$ cat src/hdl/hcpd_pkg.sv
`timescale 1ns / 1ps

package hcpd_pkg;

    // timing and valve geometry
    localparam int CONTROL_PERIOD_MS = 10000;
    localparam int OUTPUT_PERIOD_MS  = 1000;
    localparam int VALVE_TRAVEL_MS   = 120000;
    localparam int POS_OPEN          = 25600;
    localparam int POS_CLOSE         = 0;
    localparam int CURVE_BASE        = 5120;   // 20.0 degC in Q8.8
    localparam int POS_STEP          =
        OUTPUT_PERIOD_MS * (POS_OPEN - POS_CLOSE) / VALVE_TRAVEL_MS;
    // control ticks spent in the reference phase
    localparam int REF_TICKS         =
        (VALVE_TRAVEL_MS + CONTROL_PERIOD_MS - 1) / CONTROL_PERIOD_MS;

    // serial multiplier / divider sizes
    localparam int MUL_AW = 35;
    localparam int MUL_BW = 18;
    localparam int MUL_PW = MUL_AW + MUL_BW;
    localparam int DIV_NW = 32;
    localparam int DIV_DW = 17;

    typedef enum logic [1:0] {
        CMD_CONTROL = 2'd0,
        CMD_OUTPUT  = 2'd1,
        CMD_CLEAR   = 2'd2,
        CMD_NONE    = 2'd3
    } t_cmd;

    typedef enum logic [1:0] {
        DRV_STOP  = 2'd0,
        DRV_OPEN  = 2'd1,
        DRV_CLOSE = 2'd2
    } t_drive;

    typedef enum logic [2:0] {
        CFG_DAY     = 3'd0,
        CFG_NIGHT   = 3'd1,
        CFG_INCL    = 3'd2,
        CFG_SLOPE   = 3'd3,
        CFG_KP      = 3'd4,
        CFG_KD      = 3'd5,
        CFG_OVERRUN = 3'd6
    } t_cfg_idx;

    typedef enum logic [3:0] {
        ST_IDLE,
        ST_MUL_AB,
        ST_DIV,
        ST_TARGET,
        ST_SLOPE,
        ST_ERR,
        ST_MUL_P,
        ST_MUL_D,
        ST_SUM,
        ST_MUL_S,
        ST_PULSE,
        ST_DONE
    } t_state;

    typedef struct packed {
        logic [1:0]         command;
        logic signed [15:0] outdoor_temp;
        logic signed [15:0] flow_temp;
        logic               is_night;
    } t_in_word;

    typedef struct packed {
        logic signed [15:0] setpoint;
        logic signed [15:0] valve_position;
        logic [1:0]         drive;
        logic signed [31:0] pending_pulse;
        logic [15:0]        direction_changes;
        logic               reference_active;
    } t_out_word;

    function automatic logic signed [15:0] sat16(input logic signed [37:0] v);
        if (v > 38'sd32767) begin
            return 16'sh7fff;
        end else if (v < -38'sd32768) begin
            return 16'sh8000;
        end else begin
            return v[15:0];
        end
    endfunction

    function automatic logic signed [31:0] sat32(input logic signed [37:0] v);
        if (v > 38'sd2147483647) begin
            return 32'sh7fffffff;
        end else if (v < -38'sd2147483648) begin
            return 32'sh80000000;
        end else begin
            return v[31:0];
        end
    endfunction

endpackage

$ cat src/hdl/hcpd_mul.sv
`timescale 1ns / 1ps

// shift-add multiplier, one multiplier bit per cycle
module hcpd_mul (
    input  logic                        i_clk,
    input  logic                        i_rst_n,
    input  logic                        i_start,
    input  logic [hcpd_pkg::MUL_AW-1:0] i_a,
    input  logic [hcpd_pkg::MUL_BW-1:0] i_b,
    output logic                        o_done,
    output logic [hcpd_pkg::MUL_PW-1:0] o_prod
);
    localparam int CW = $clog2(hcpd_pkg::MUL_BW);

    logic [hcpd_pkg::MUL_AW-1:0] r_a;
    logic [hcpd_pkg::MUL_AW-1:0] r_hi;
    logic [hcpd_pkg::MUL_BW-1:0] r_lo;
    logic [CW-1:0]               r_cnt;
    logic                        r_busy;
    logic                        r_done;
    logic [hcpd_pkg::MUL_AW:0]   n_sum;

    assign n_sum = {1'b0, r_hi} + (r_lo[0] ? {1'b0, r_a} : '0);

    always_ff @(posedge i_clk) begin
        if (!i_rst_n) begin
            r_busy <= 1'b0;
            r_done <= 1'b0;
            r_cnt  <= '0;
        end else if (i_start) begin
            r_busy <= 1'b1;
            r_done <= 1'b0;
            r_cnt  <= '0;
        end else begin
            r_done <= r_busy && (r_cnt == CW'(hcpd_pkg::MUL_BW - 1));
            if (r_busy) begin
                r_cnt <= r_cnt + 1'b1;
                if (r_cnt == CW'(hcpd_pkg::MUL_BW - 1)) begin
                    r_busy <= 1'b0;
                end
            end
        end
    end

    always_ff @(posedge i_clk) begin
        if (i_start) begin
            r_a  <= i_a;
            r_hi <= '0;
            r_lo <= i_b;
        end else if (r_busy) begin
            r_hi <= n_sum[hcpd_pkg::MUL_AW:1];
            r_lo <= {n_sum[0], r_lo[hcpd_pkg::MUL_BW-1:1]};
        end
    end

    assign o_done = r_done;
    assign o_prod = {r_hi, r_lo};

endmodule

$ cat src/hdl/hcpd_div.sv
`timescale 1ns / 1ps

// restoring divider, one quotient bit per cycle
module hcpd_div (
    input  logic                        i_clk,
    input  logic                        i_rst_n,
    input  logic                        i_start,
    input  logic [hcpd_pkg::DIV_NW-1:0] i_num,
    input  logic [hcpd_pkg::DIV_DW-1:0] i_den,
    output logic                        o_done,
    output logic [hcpd_pkg::DIV_NW-1:0] o_quo
);
    localparam int CW = $clog2(hcpd_pkg::DIV_NW);

    logic [hcpd_pkg::DIV_DW-1:0] r_den;
    logic [hcpd_pkg::DIV_DW-1:0] r_rem;
    logic [hcpd_pkg::DIV_NW-1:0] r_q;
    logic [CW-1:0]               r_cnt;
    logic                        r_busy;
    logic                        r_done;
    logic [hcpd_pkg::DIV_DW:0]   n_trial;
    logic [hcpd_pkg::DIV_DW:0]   n_diff;

    assign n_trial = {r_rem, r_q[hcpd_pkg::DIV_NW-1]};
    assign n_diff  = n_trial - {1'b0, r_den};

    always_ff @(posedge i_clk) begin
        if (!i_rst_n) begin
            r_busy <= 1'b0;
            r_done <= 1'b0;
            r_cnt  <= '0;
        end else if (i_start) begin
            r_busy <= 1'b1;
            r_done <= 1'b0;
            r_cnt  <= '0;
        end else begin
            r_done <= r_busy && (r_cnt == CW'(hcpd_pkg::DIV_NW - 1));
            if (r_busy) begin
                r_cnt <= r_cnt + 1'b1;
                if (r_cnt == CW'(hcpd_pkg::DIV_NW - 1)) begin
                    r_busy <= 1'b0;
                end
            end
        end
    end

    always_ff @(posedge i_clk) begin
        if (i_start) begin
            r_den <= i_den;
            r_rem <= '0;
            r_q   <= i_num;
        end else if (r_busy) begin
            if (n_trial >= {1'b0, r_den}) begin
                r_rem <= n_diff[hcpd_pkg::DIV_DW-1:0];
                r_q   <= {r_q[hcpd_pkg::DIV_NW-2:0], 1'b1};
            end else begin
                r_rem <= n_trial[hcpd_pkg::DIV_DW-1:0];
                r_q   <= {r_q[hcpd_pkg::DIV_NW-2:0], 1'b0};
            end
        end
    end

    assign o_done = r_done;
    assign o_quo  = r_q;

endmodule

$ cat src/hdl/heating_curve_pd_valve_controller.sv
`timescale 1ns / 1ps

// Weather-compensated heating controller with a PD law for a three-point valve.
// Each accepted word carries a command: 0 control tick, 1 output tick, 2 clear
// the direction change count (3 only reports). Every word returns one result
// word with the setpoint, estimated valve position, drive, pending pulse time,
// direction change count and reference flag. Output ticks, clears and control
// ticks during the reference phase go straight from acceptance to the done
// state. A full control tick runs four serial multiplies (one for the heating
// curve, three for the PD law and its time scaling), a serial divide (skipped
// when the divisor is zero), and six further steps: target, slope, error, sum,
// pulse and done. One word is worked on at a time; a finished result waits in
// the output register while the next word is taken in.
// Temperatures are Q8.8 degC; the user must write configuration only while
// idle, and the block itself does not enforce this.
module heating_curve_pd_valve_controller (
    input  logic                i_clk,
    input  logic                i_rst_n,
    input  logic                i_in_valid,
    output logic                o_in_stall,
    input  hcpd_pkg::t_in_word  i_in_data,
    output logic                o_out_valid,
    input  logic                i_out_stall,
    output hcpd_pkg::t_out_word o_out_data,
    input  logic                i_cfg_we,
    input  logic [2:0]          i_cfg_index,
    input  logic [15:0]         i_cfg_data
);
    // configuration
    logic [14:0] r_day, r_night, r_incl;
    logic [11:0] r_slope;
    logic [15:0] r_kp, r_kd;
    logic [12:0] r_overrun;

    // controller state
    logic signed [15:0] r_setpoint;
    logic signed [16:0] r_last_err;
    logic signed [31:0] r_pulse;
    logic               r_keep, r_inprog, r_opening, r_moving, r_ref;
    logic [15:0]        r_ref_ticks;
    logic signed [15:0] r_pos;
    logic [15:0]        r_changes;

    // datapath
    logic signed [15:0] r_flow;
    logic [14:0]        r_off;
    logic               r_num_neg, r_den_neg, r_den_zero;
    logic [16:0]        r_den_mag;
    logic signed [33:0] r_quo;
    logic signed [15:0] r_target;
    logic signed [16:0] r_err;
    logic signed [17:0] r_de;
    logic signed [35:0] r_sum;
    logic signed [31:0] r_inc;

    hcpd_pkg::t_state   r_state, n_state;
    logic               r_out_valid;
    hcpd_pkg::t_out_word r_out;

    logic                         accept;
    logic                         mul_start, mul_done, div_done;
    logic                         r_div_go;
    logic [hcpd_pkg::MUL_AW-1:0]  mul_a;
    logic [hcpd_pkg::MUL_BW-1:0]  mul_b;
    logic [hcpd_pkg::MUL_PW-1:0]  mul_p;
    logic [hcpd_pkg::DIV_NW-1:0]  div_q;
    logic                         out_free;

    // heating curve operands, formed combinationally from the input word and configuration
    logic signed [16:0] hc_a;
    logic signed [17:0] hc_b, hc_h, hc_half, hc_den;
    logic [14:0]        hc_off;
    logic [16:0]        hc_a_mag;
    logic [17:0]        hc_b_mag, hc_den_mag;

    // PD operands
    logic signed [16:0] pd_err;
    logic signed [17:0] pd_de;
    logic [16:0]        pd_err_mag;
    logic [17:0]        pd_de_mag;
    logic [35:0]        pd_sum_mag;

    assign out_free   = !r_out_valid || !i_out_stall;
    assign o_in_stall = (r_state != hcpd_pkg::ST_IDLE);
    assign accept     = i_in_valid && (r_state == hcpd_pkg::ST_IDLE);

    assign hc_off     = i_in_data.is_night ? r_night : r_day;
    assign hc_a       = $signed({2'b00, r_incl}) - 17'(hcpd_pkg::CURVE_BASE);
    assign hc_b       = $signed({3'b000, hc_off}) - 18'(i_in_data.outdoor_temp);
    assign hc_h       = 18'(i_in_data.outdoor_temp) - $signed({3'b000, hc_off});
    assign hc_half    = hc_h >>> 1;
    assign hc_den     = 18'(hcpd_pkg::CURVE_BASE) - hc_half;
    assign hc_a_mag   = hc_a[16] ? 17'(-hc_a) : 17'(hc_a);
    assign hc_b_mag   = hc_b[17] ? 18'(-hc_b) : 18'(hc_b);
    assign hc_den_mag = hc_den[17] ? 18'(-hc_den) : 18'(hc_den);

    assign pd_err     = 17'(r_setpoint) - 17'(r_flow);
    assign pd_de      = 18'(pd_err) - 18'(r_last_err);
    assign pd_err_mag = pd_err[16] ? 17'(-pd_err) : 17'(pd_err);
    assign pd_de_mag  = r_de[17] ? 18'(-r_de) : 18'(r_de);
    assign pd_sum_mag = r_sum[35] ? 36'(-r_sum) : 36'(r_sum);

    hcpd_mul u_mul (
        .i_clk   (i_clk),
        .i_rst_n (i_rst_n),
        .i_start (mul_start),
        .i_a     (mul_a),
        .i_b     (mul_b),
        .o_done  (mul_done),
        .o_prod  (mul_p)
    );

    hcpd_div u_div (
        .i_clk   (i_clk),
        .i_rst_n (i_rst_n),
        .i_start (r_div_go),
        .i_num   (r_quo[hcpd_pkg::DIV_NW-1:0]),
        .i_den   (r_den_mag),
        .o_done  (div_done),
        .o_quo   (div_q)
    );

    // sequencer: next state and unit launches
    always_comb begin
        n_state   = r_state;
        mul_start = 1'b0;
        mul_a     = '0;
        mul_b     = '0;
        unique case (r_state)
            hcpd_pkg::ST_IDLE: begin
                if (accept) begin
                    n_state = hcpd_pkg::ST_DONE;
                    if ((hcpd_pkg::t_cmd'(i_in_data.command) == hcpd_pkg::CMD_CONTROL) &&
                        !(r_ref && (r_ref_ticks < 16'(hcpd_pkg::REF_TICKS)))) begin
                        n_state   = hcpd_pkg::ST_MUL_AB;
                        mul_start = 1'b1;
                        mul_a     = hcpd_pkg::MUL_AW'(hc_b_mag);
                        mul_b     = hcpd_pkg::MUL_BW'(hc_a_mag);
                    end
                end
            end
            hcpd_pkg::ST_MUL_AB: begin
                if (mul_done) begin
                    n_state = r_den_zero ? hcpd_pkg::ST_TARGET : hcpd_pkg::ST_DIV;
                end
            end
            hcpd_pkg::ST_DIV: begin
                // numerator magnitude sits in r_quo until the quotient replaces it
                if (div_done) begin
                    n_state = hcpd_pkg::ST_TARGET;
                end
            end
            hcpd_pkg::ST_TARGET: n_state = hcpd_pkg::ST_SLOPE;
            hcpd_pkg::ST_SLOPE:  n_state = hcpd_pkg::ST_ERR;
            hcpd_pkg::ST_ERR: begin
                n_state   = hcpd_pkg::ST_MUL_P;
                mul_start = 1'b1;
                mul_a     = hcpd_pkg::MUL_AW'(r_kp);
                mul_b     = hcpd_pkg::MUL_BW'(pd_err_mag);
            end
            hcpd_pkg::ST_MUL_P: begin
                if (mul_done) begin
                    n_state   = hcpd_pkg::ST_MUL_D;
                    mul_start = 1'b1;
                    mul_a     = hcpd_pkg::MUL_AW'(r_kd);
                    mul_b     = pd_de_mag;
                end
            end
            hcpd_pkg::ST_MUL_D: begin
                if (mul_done) begin
                    n_state = hcpd_pkg::ST_SUM;
                end
            end
            hcpd_pkg::ST_SUM: begin
                n_state   = hcpd_pkg::ST_MUL_S;
                mul_start = 1'b1;
                mul_a     = pd_sum_mag[hcpd_pkg::MUL_AW-1:0];
                mul_b     = hcpd_pkg::MUL_BW'(hcpd_pkg::CONTROL_PERIOD_MS);
            end
            hcpd_pkg::ST_MUL_S: begin
                if (mul_done) begin
                    n_state = hcpd_pkg::ST_PULSE;
                end
            end
            hcpd_pkg::ST_PULSE: n_state = hcpd_pkg::ST_DONE;
            hcpd_pkg::ST_DONE: begin
                if (out_free) begin
                    n_state = hcpd_pkg::ST_IDLE;
                end
            end
            default: n_state = hcpd_pkg::ST_IDLE;
        endcase
    end

    // divider launched by a registered start once the numerator has landed in r_quo
    always_ff @(posedge i_clk) begin
        if (!i_rst_n) begin
            r_div_go <= 1'b0;
        end else begin
            r_div_go <= (r_state == hcpd_pkg::ST_MUL_AB) && mul_done && !r_den_zero;
        end
    end

    always_ff @(posedge i_clk) begin
        if (!i_rst_n) begin
            r_state <= hcpd_pkg::ST_IDLE;
        end else begin
            r_state <= n_state;
        end
    end

    // output tick
    logic signed [16:0] ot_step;
    logic signed [15:0] ot_pos1;
    logic signed [17:0] ot_lim_hi, ot_lim_lo;
    logic               ot_big;
    logic signed [15:0] n_pos;
    logic signed [31:0] n_pulse;
    logic               n_inprog, n_opening, n_moving;
    logic [15:0]        n_changes;

    assign ot_step   = r_opening ? 17'(r_pos) + 17'(hcpd_pkg::POS_STEP)
                                 : 17'(r_pos) - 17'(hcpd_pkg::POS_STEP);
    assign ot_pos1   = r_inprog ? hcpd_pkg::sat16(38'(ot_step)) : r_pos;
    assign ot_lim_hi = 18'(hcpd_pkg::POS_OPEN) + $signed({5'b0, r_overrun});
    assign ot_lim_lo = 18'(hcpd_pkg::POS_CLOSE) - $signed({5'b0, r_overrun});
    assign ot_big    = (r_pulse >= 32'(hcpd_pkg::OUTPUT_PERIOD_MS)) ||
                       (r_pulse <= -32'(hcpd_pkg::OUTPUT_PERIOD_MS));

    always_comb begin
        n_pos     = ot_pos1;
        n_pulse   = r_pulse;
        n_inprog  = 1'b0;
        n_opening = r_opening;
        n_moving  = r_moving;
        n_changes = r_changes;
        if (r_ref) begin
            // reference phase: keep closing, hold position at zero
            if (!r_moving || r_opening) begin
                n_changes = r_changes + 1'b1;
            end
            n_moving  = 1'b1;
            n_opening = 1'b0;
            n_pos     = '0;
            n_inprog  = r_inprog;
        end else begin
            if (ot_big) begin
                if ((r_pulse > 32'sd0) && (18'(ot_pos1) < ot_lim_hi)) begin
                    if (!r_moving || !r_opening) begin
                        n_changes = r_changes + 1'b1;
                    end
                    n_moving  = 1'b1;
                    n_opening = 1'b1;
                    n_inprog  = 1'b1;
                    n_pulse   = r_pulse - 32'(hcpd_pkg::OUTPUT_PERIOD_MS);
                    if (ot_pos1 < 16'(hcpd_pkg::POS_CLOSE)) begin
                        n_pos = 16'(hcpd_pkg::POS_CLOSE);
                    end
                end else if ((r_pulse < 32'sd0) && (18'(ot_pos1) > ot_lim_lo)) begin
                    if (!r_moving || r_opening) begin
                        n_changes = r_changes + 1'b1;
                    end
                    n_moving  = 1'b1;
                    n_opening = 1'b0;
                    n_inprog  = 1'b1;
                    n_pulse   = r_pulse + 32'(hcpd_pkg::OUTPUT_PERIOD_MS);
                    if (ot_pos1 > 16'(hcpd_pkg::POS_OPEN)) begin
                        n_pos = 16'(hcpd_pkg::POS_OPEN);
                    end
                end
            end
            if (!n_inprog) begin
                n_moving = 1'b0;
            end
        end
    end

    // control tick arithmetic
    logic signed [34:0] tg_sum;
    logic signed [16:0] sl_diff, sl_lim;
    logic [36:0]        inc_mag;
    logic signed [37:0] inc_s;
    logic signed [32:0] pl_sum;
    logic signed [31:0] pl_new;
    logic signed [35:0] pd_prod;

    assign tg_sum  = $signed({20'b0, r_off}) + 35'(r_quo);
    assign sl_diff = 17'(r_target) - 17'(r_setpoint);
    assign sl_lim  = $signed({5'b0, r_slope});
    assign inc_mag = mul_p[hcpd_pkg::MUL_PW-1:16];
    assign inc_s   = r_sum[35] ? -$signed({1'b0, inc_mag}) : $signed({1'b0, inc_mag});
    assign pl_sum  = 33'(r_pulse) + 33'(r_inc);
    assign pl_new  = r_keep ? hcpd_pkg::sat32(38'(pl_sum)) : r_inc;
    assign pd_prod = $signed(mul_p[35:0]);

    always_ff @(posedge i_clk) begin
        if (!i_rst_n) begin
            r_setpoint  <= '0;
            r_last_err  <= '0;
            r_pulse     <= '0;
            r_keep      <= 1'b0;
            r_inprog    <= 1'b0;
            r_opening   <= 1'b0;
            r_moving    <= 1'b0;
            r_ref       <= 1'b1;
            r_ref_ticks <= '0;
            r_pos       <= '0;
            r_changes   <= '0;
        end else begin
            if (accept) begin
                unique case (hcpd_pkg::t_cmd'(i_in_data.command))
                    hcpd_pkg::CMD_CONTROL: begin
                        if (r_ref && (r_ref_ticks < 16'(hcpd_pkg::REF_TICKS))) begin
                            r_ref_ticks <= r_ref_ticks + 1'b1;
                        end else begin
                            r_ref <= 1'b0;
                        end
                    end
                    hcpd_pkg::CMD_OUTPUT: begin
                        r_pos     <= n_pos;
                        r_pulse   <= n_pulse;
                        r_inprog  <= n_inprog;
                        r_opening <= n_opening;
                        r_moving  <= n_moving;
                        r_changes <= n_changes;
                    end
                    hcpd_pkg::CMD_CLEAR: r_changes <= '0;
                    default: ;
                endcase
            end
            if (r_state == hcpd_pkg::ST_SLOPE) begin
                if (sl_diff > sl_lim) begin
                    r_setpoint <= r_setpoint + $signed({4'b0, r_slope});
                end else if (sl_diff < -sl_lim) begin
                    r_setpoint <= r_setpoint - $signed({4'b0, r_slope});
                end else begin
                    r_setpoint <= r_target;
                end
            end
            if (r_state == hcpd_pkg::ST_ERR) begin
                r_last_err <= pd_err;
            end
            if (r_state == hcpd_pkg::ST_PULSE) begin
                r_pulse <= pl_new;
                r_keep  <= (pl_new < 32'(hcpd_pkg::OUTPUT_PERIOD_MS)) &&
                           (pl_new > -32'(hcpd_pkg::OUTPUT_PERIOD_MS));
            end
        end
    end

    always_ff @(posedge i_clk) begin
        if (accept) begin
            r_flow     <= i_in_data.flow_temp;
            r_off      <= hc_off;
            r_num_neg  <= hc_a[16] ^ hc_b[17];
            r_den_neg  <= hc_den[17];
            r_den_zero <= (hc_den == 18'sd0);
            r_den_mag  <= hc_den_mag[16:0];
        end
        unique case (r_state)
            hcpd_pkg::ST_MUL_AB: begin
                if (mul_done) begin
                    if (r_den_zero) begin
                        // zero divisor saturates by the numerator sign
                        r_quo <= (r_num_neg && (mul_p[31:0] != '0)) ? -34'sd32768
                                                                     : 34'sd32767;
                    end else begin
                        r_quo <= $signed({2'b00, mul_p[31:0]});
                    end
                end
            end
            hcpd_pkg::ST_DIV: begin
                if (div_done) begin
                    r_quo <= (r_num_neg ^ r_den_neg) ? -$signed({2'b00, div_q})
                                                     : $signed({2'b00, div_q});
                end
            end
            hcpd_pkg::ST_TARGET: r_target <= hcpd_pkg::sat16(38'(tg_sum));
            hcpd_pkg::ST_ERR: begin
                r_err <= pd_err;
                r_de  <= pd_de;
            end
            hcpd_pkg::ST_MUL_P: begin
                if (mul_done) begin
                    r_sum <= r_err[16] ? -pd_prod : pd_prod;
                end
            end
            hcpd_pkg::ST_MUL_D: begin
                if (mul_done) begin
                    r_sum <= r_de[17] ? r_sum - pd_prod : r_sum + pd_prod;
                end
            end
            hcpd_pkg::ST_MUL_S: begin
                if (mul_done) begin
                    r_inc <= hcpd_pkg::sat32(inc_s);
                end
            end
            default: ;
        endcase
    end

    // configuration writes
    always_ff @(posedge i_clk) begin
        if (!i_rst_n) begin
            r_day     <= 15'd5120;
            r_night   <= 15'd4352;
            r_incl    <= 15'd6400;
            r_slope   <= 12'd64;
            r_kp      <= 16'd256;
            r_kd      <= 16'd0;
            r_overrun <= 13'd1280;
        end else if (i_cfg_we) begin
            unique case (hcpd_pkg::t_cfg_idx'(i_cfg_index))
                hcpd_pkg::CFG_DAY:     r_day     <= i_cfg_data[14:0];
                hcpd_pkg::CFG_NIGHT:   r_night   <= i_cfg_data[14:0];
                hcpd_pkg::CFG_INCL:    r_incl    <= i_cfg_data[14:0];
                hcpd_pkg::CFG_SLOPE:   r_slope   <= i_cfg_data[11:0];
                hcpd_pkg::CFG_KP:      r_kp      <= i_cfg_data;
                hcpd_pkg::CFG_KD:      r_kd      <= i_cfg_data;
                hcpd_pkg::CFG_OVERRUN: r_overrun <= i_cfg_data[12:0];
                default: ;
            endcase
        end
    end

    // result word register
    always_ff @(posedge i_clk) begin
        if (!i_rst_n) begin
            r_out_valid <= 1'b0;
        end else if ((r_state == hcpd_pkg::ST_DONE) && out_free) begin
            r_out_valid <= 1'b1;
        end else if (!i_out_stall) begin
            r_out_valid <= 1'b0;
        end
    end

    always_ff @(posedge i_clk) begin
        if ((r_state == hcpd_pkg::ST_DONE) && out_free) begin
            r_out.setpoint          <= r_setpoint;
            r_out.valve_position    <= r_pos;
            r_out.drive             <= !r_moving ? hcpd_pkg::DRV_STOP :
                                       (r_opening ? hcpd_pkg::DRV_OPEN
                                                  : hcpd_pkg::DRV_CLOSE);
            r_out.pending_pulse     <= r_pulse;
            r_out.direction_changes <= r_changes;
            r_out.reference_active  <= r_ref;
        end
    end

    assign o_out_valid = r_out_valid;
    assign o_out_data  = r_out;

endmodule
$ cat config.mk
export PLATFORM = sky130hd
export DESIGN_NAME = heating_curve_pd_valve_controller
export DESIGN_NICKNAME = d
export VERILOG_FILES = /design/src/hdl/hcpd_pkg.sv /design/src/hdl/hcpd_mul.sv /design/src/hdl/hcpd_div.sv /design/src/hdl/heating_curve_pd_valve_controller.sv
export SDC_FILE = /design/constraint.sdc
export NUM_CORES = 2
export LEC_CHECK = 0
export BUFFER_PORTS_ARGS = -buffer_cell sky130_fd_sc_hd__buf_2
export CAP_MARGIN = 20
export CORE_ASPECT_RATIO = 0.6
export CORE_MARGIN = 5
export CORE_UTILIZATION = 64
export CTS_CLUSTER_SIZE = 40
export DETAILED_ROUTE_END_ITERATION = 6
export PLACE_DENSITY_LB_ADDON = 0.15
export SYNTH_ARGS = -nofsm -noshare
export SYNTH_HDL_FRONTEND = slang
export SYNTH_HIERARCHICAL = 1
export SYNTH_SLANG_ARGS = --single-unit
$ cat constraint.sdc
create_clock -name i_clk -period 7.69 [get_ports i_clk]
set_clock_uncertainty 0.2 [all_clocks]
set_input_delay 0.769 -clock i_clk [delete_from_list [all_inputs] [get_ports i_clk]]
set_output_delay 0.769 -clock i_clk [all_outputs]
set_load 0.03 [all_outputs]
==> metrics.yaml <==
status:
  status: "finished clean"
worst_setup_path:
  start_kind: "flip-flop"
  end_kind: "flip-flop"
  worstReg2RegStart: "r_opening"
  reg2reg_depth: 23
  required_ps: 8010
  startpoint: "r_opening"
  path_max_fanout: 10
  path_class: "flip-flop to flip-flop"
  reg2reg_slack_ps: 90
  crit_arrival_ps: 7920
  reg2reg_to: "r_pos[2]"
sta:
  finalSetupViolations: 0
  whs_ps: 108.5
  finalHoldViolations: 0
  relSlewSlack_pct: 28.52
  timing.fmax_mhz: 131.6
  finalCritPeriodShare_pct: 98.83
  finalCriticalPeriod_ps: 7600
  fin_setup_tns_ps: 0
  slew_violations: 0
  worstMarginPinSlew_ps: 1068
floorplan:
  chipHeight_um: 223.9
  die_x_um: 366.6
  core_area_um2: 75540
  die-area_um2: 82080
  rows: 78
  ios: 144
  start_util_pct: 64.63
global_route:
  gr-total-overflow: 0
  antenna_found_initial: 3
  grt_util_all_layers_pct: 34.64
  grt_pass1_wl_mm: 230.3
  grt_max_degree: 88
  grt_pass1_vias: 40593
clock_tree:
  htree_levels: 3
  ctsHoldBuffers: 0
  root_buffer: "clkbuf_16"
  insertion_delay_ps: 640
  numCtsBuffers: 67
  clockBufferDepth: 3
  cts_tree: "built"
  clk_pin_slew_worst_paths_ps: 70
  cts.sinks: 665
synthesis:
  ys_seq_area_share_pct: 34.92
  synthXorXnorAreaFrac_pct: 7.746
  synth_edf_count: 373
  synthCells: 5694
  synth_compound_area_share_pct: 21.32
  synth.distinct_cells: 120
  syn_nets: 6104
  synth_top_family_by_area: "compound AO/OA/AOI/OAI gates"
  synth_area_um2: 48820
  ys_top_cells_by_area: "edfxtp_1, dfxtp_1, ha_1"
  yosysTopAreaCell: "edfxtp_1"
  synth_top_area_share_pct: 22.94
  yosysWarnings: 6
  synth-simple-area-share_pct: 19.18
  ys_seq_elements: 665
  synthMuxAreaShare_pct: 2.783
  synthAdderAreaFrac_pct: 9.345
  synth_ff_type: "edfxtp_1"
  synth-async-reset-ratio_pct: 0
  syn_avg_cell_area_um2: 8.573
layout:
  final_common_cell: "nand2_1"
  final_cell_mix: "nand2_1, a21oi_1, nor2_1, o21ai_0, edfxtp_1"
  syn_to_final_growth_pct: 7.582
  drive_gt1_share_pct: 8.503
  finalNetCount: 6118
  fillers: 6079
  multi_input_area_um2: 29530
  ff_latch_area_um2: 17050
power_and_ir_drop:
  power_mw: 14.28
  peakVddDrop_uv: 176.8
  p_leak_nw: 20.37
  power_density_nw_per_um2: 272.0
hold_path:
  min_to: "r_flow[4]"
  hold_depth: 1
  worstHoldStart: "i_in_data[5]"
  hp-class: "primary input to flip-flop"
detailed_routing:
  ant_nets: 0
  vias_per_cell: 6.615
  dr.pass1.iters: 7
  wl_mm: 148.1
  drc: 0
  vias: 44764
  drt_iter0_markers: 6204
  avgRoutedWirePerCell_um: 21.88
placed_design:
  hpwlAfterDp_mm: 110.1
  io_buffer_count: 143
  gp_congestion: 0.9827
run:
  cap_violations: 0
-- routing by layer --
layer  track usage [%]  vias to the layer above  part of all wire [%]
met5                 0                        -                0.0088
li1                  -                    20816                     -
met4             9.630                        2                   2.7
met1             54.04                    21075                    45
met2             49.27                     2592                    41
met3             5.877                      279                    11
-- where the power goes --
group	internal, mW	leakage [nW]	switching (mW)
clock network	1.89	1.09	1.52
logic	2.24	13.5	3.65
registers	4.38	5.73	0.606
-- per-stage QoR --
| stage | instances | util (%) | worst slack [ps] | area, um^2 |
|---|---|---|---|---|
| after floorplan | 5694 | - | 1494 | 48820 |
| after global placement | 6631 | 66.45 | 348.7 | 50190 |
| after detailed placement | 6631 | 66.45 | 176.6 | 50190 |
| after CTS | 6755 | 69.38 | 58.33 | 52410 |
| after global routing | 6765 | 69.52 | -3.036 | 52510 |
| final | 6767 | 69.53 | 89.98 | 52520 |
-- synthesized netlist by cell type, types with 58 or more instances --
cell type and count:
edfxtp_1 373, a211oi_1 76, o31ai_1 59, o21ai_0 389, o211ai_1 63, xor2_1 158
mux2_2 58, nand2_1 635, or3_1 78, nor3_1 121, a21oi_1 422, a21o_1 108
dfxtp_1 292, nand2b_1 68, clkbuf_1 214, inv_1 301, nor2_1 419, and2_1 86
ha_1 338, xnor2_1 271, and3_1 59, nor2b_1 80, nand4_1 71, nand3_1 126
a31oi_1 80, mux2i_1 69
-- area by class of cell --
cell class	instances	share of cell area, %
Multi-Input combinational cell	4450	56.23
Sequential cell	665	32.46
Clock buffer	85	3.519
Timing Repair Buffer	220	2.494
Tap cell	1000	2.382
Inverter	304	2.189
Clock inverter	39	0.7052
Antenna cell	4	0.01906
-- critical path: stages, from the launching register on --
cell and delay (ps):
dfxtp_1 390, clkinvlp_4 280, ha_1 430, a211oi_1 330, o21bai_2 190, o211a_1 300, o41ai_1 440, a2111oi_2 110
and4_1 220, a31oi_1 690, a31oi_1 340, ha_1 300, a21o_1 160, a21o_1 170, a21oi_1 260, o21ai_0 150
a211oi_1 460, o21ai_0 330, or4b_2 800, nor4_1 230, buf_4 180, o21a_1 160, nor3_2 120, a22o_1 250
-- what timing repair did --
item / 4_1_cts / 5_1_grt
endpoints found under the setup margin: 0 / 44
gates resized for setup: 0 / 6
setup buffers: 0 / 6
-- cells by family (layout without fill, tap and decap cells) --
group                      after synthesis  in the layout
and+or+nand+nor                       1927           1927
AOI/OAI and AO/OA                     1607           1607
DFF                                    665            665
buffers and inverters                  579            648
xor gates and xnor gates               430            430
adders and majority gates              358            358
muxes                                  128            128
other                                    0              4
-- how the worst max path moves through the flow --
stage / end / slack (ps) / cells after the start
after floorplan: r_pulse[19] / 1490 / 27
after global placement: r_pulse[9] / 350 / 23
after detailed placement: r_pulse[7] / 180 / 23
after CTS: r_pulse[6] / 60 / 23
after global routing: r_pos[2] / -3 / 23
final: r_pos[2] / 90 / 23
-- flip-flops by register name (all words and copies together) (netlist names), 18 cells and up --
name	count
o_out_data	83
r_sum	36
u_mul/r_a	35
u_mul/r_hi	35
r_quo	34
r_inc	32
r_pulse	32
u_div/o_quo	32
r_de	18
u_mul/r_lo	18
Power figures use the tool's default switching activity.
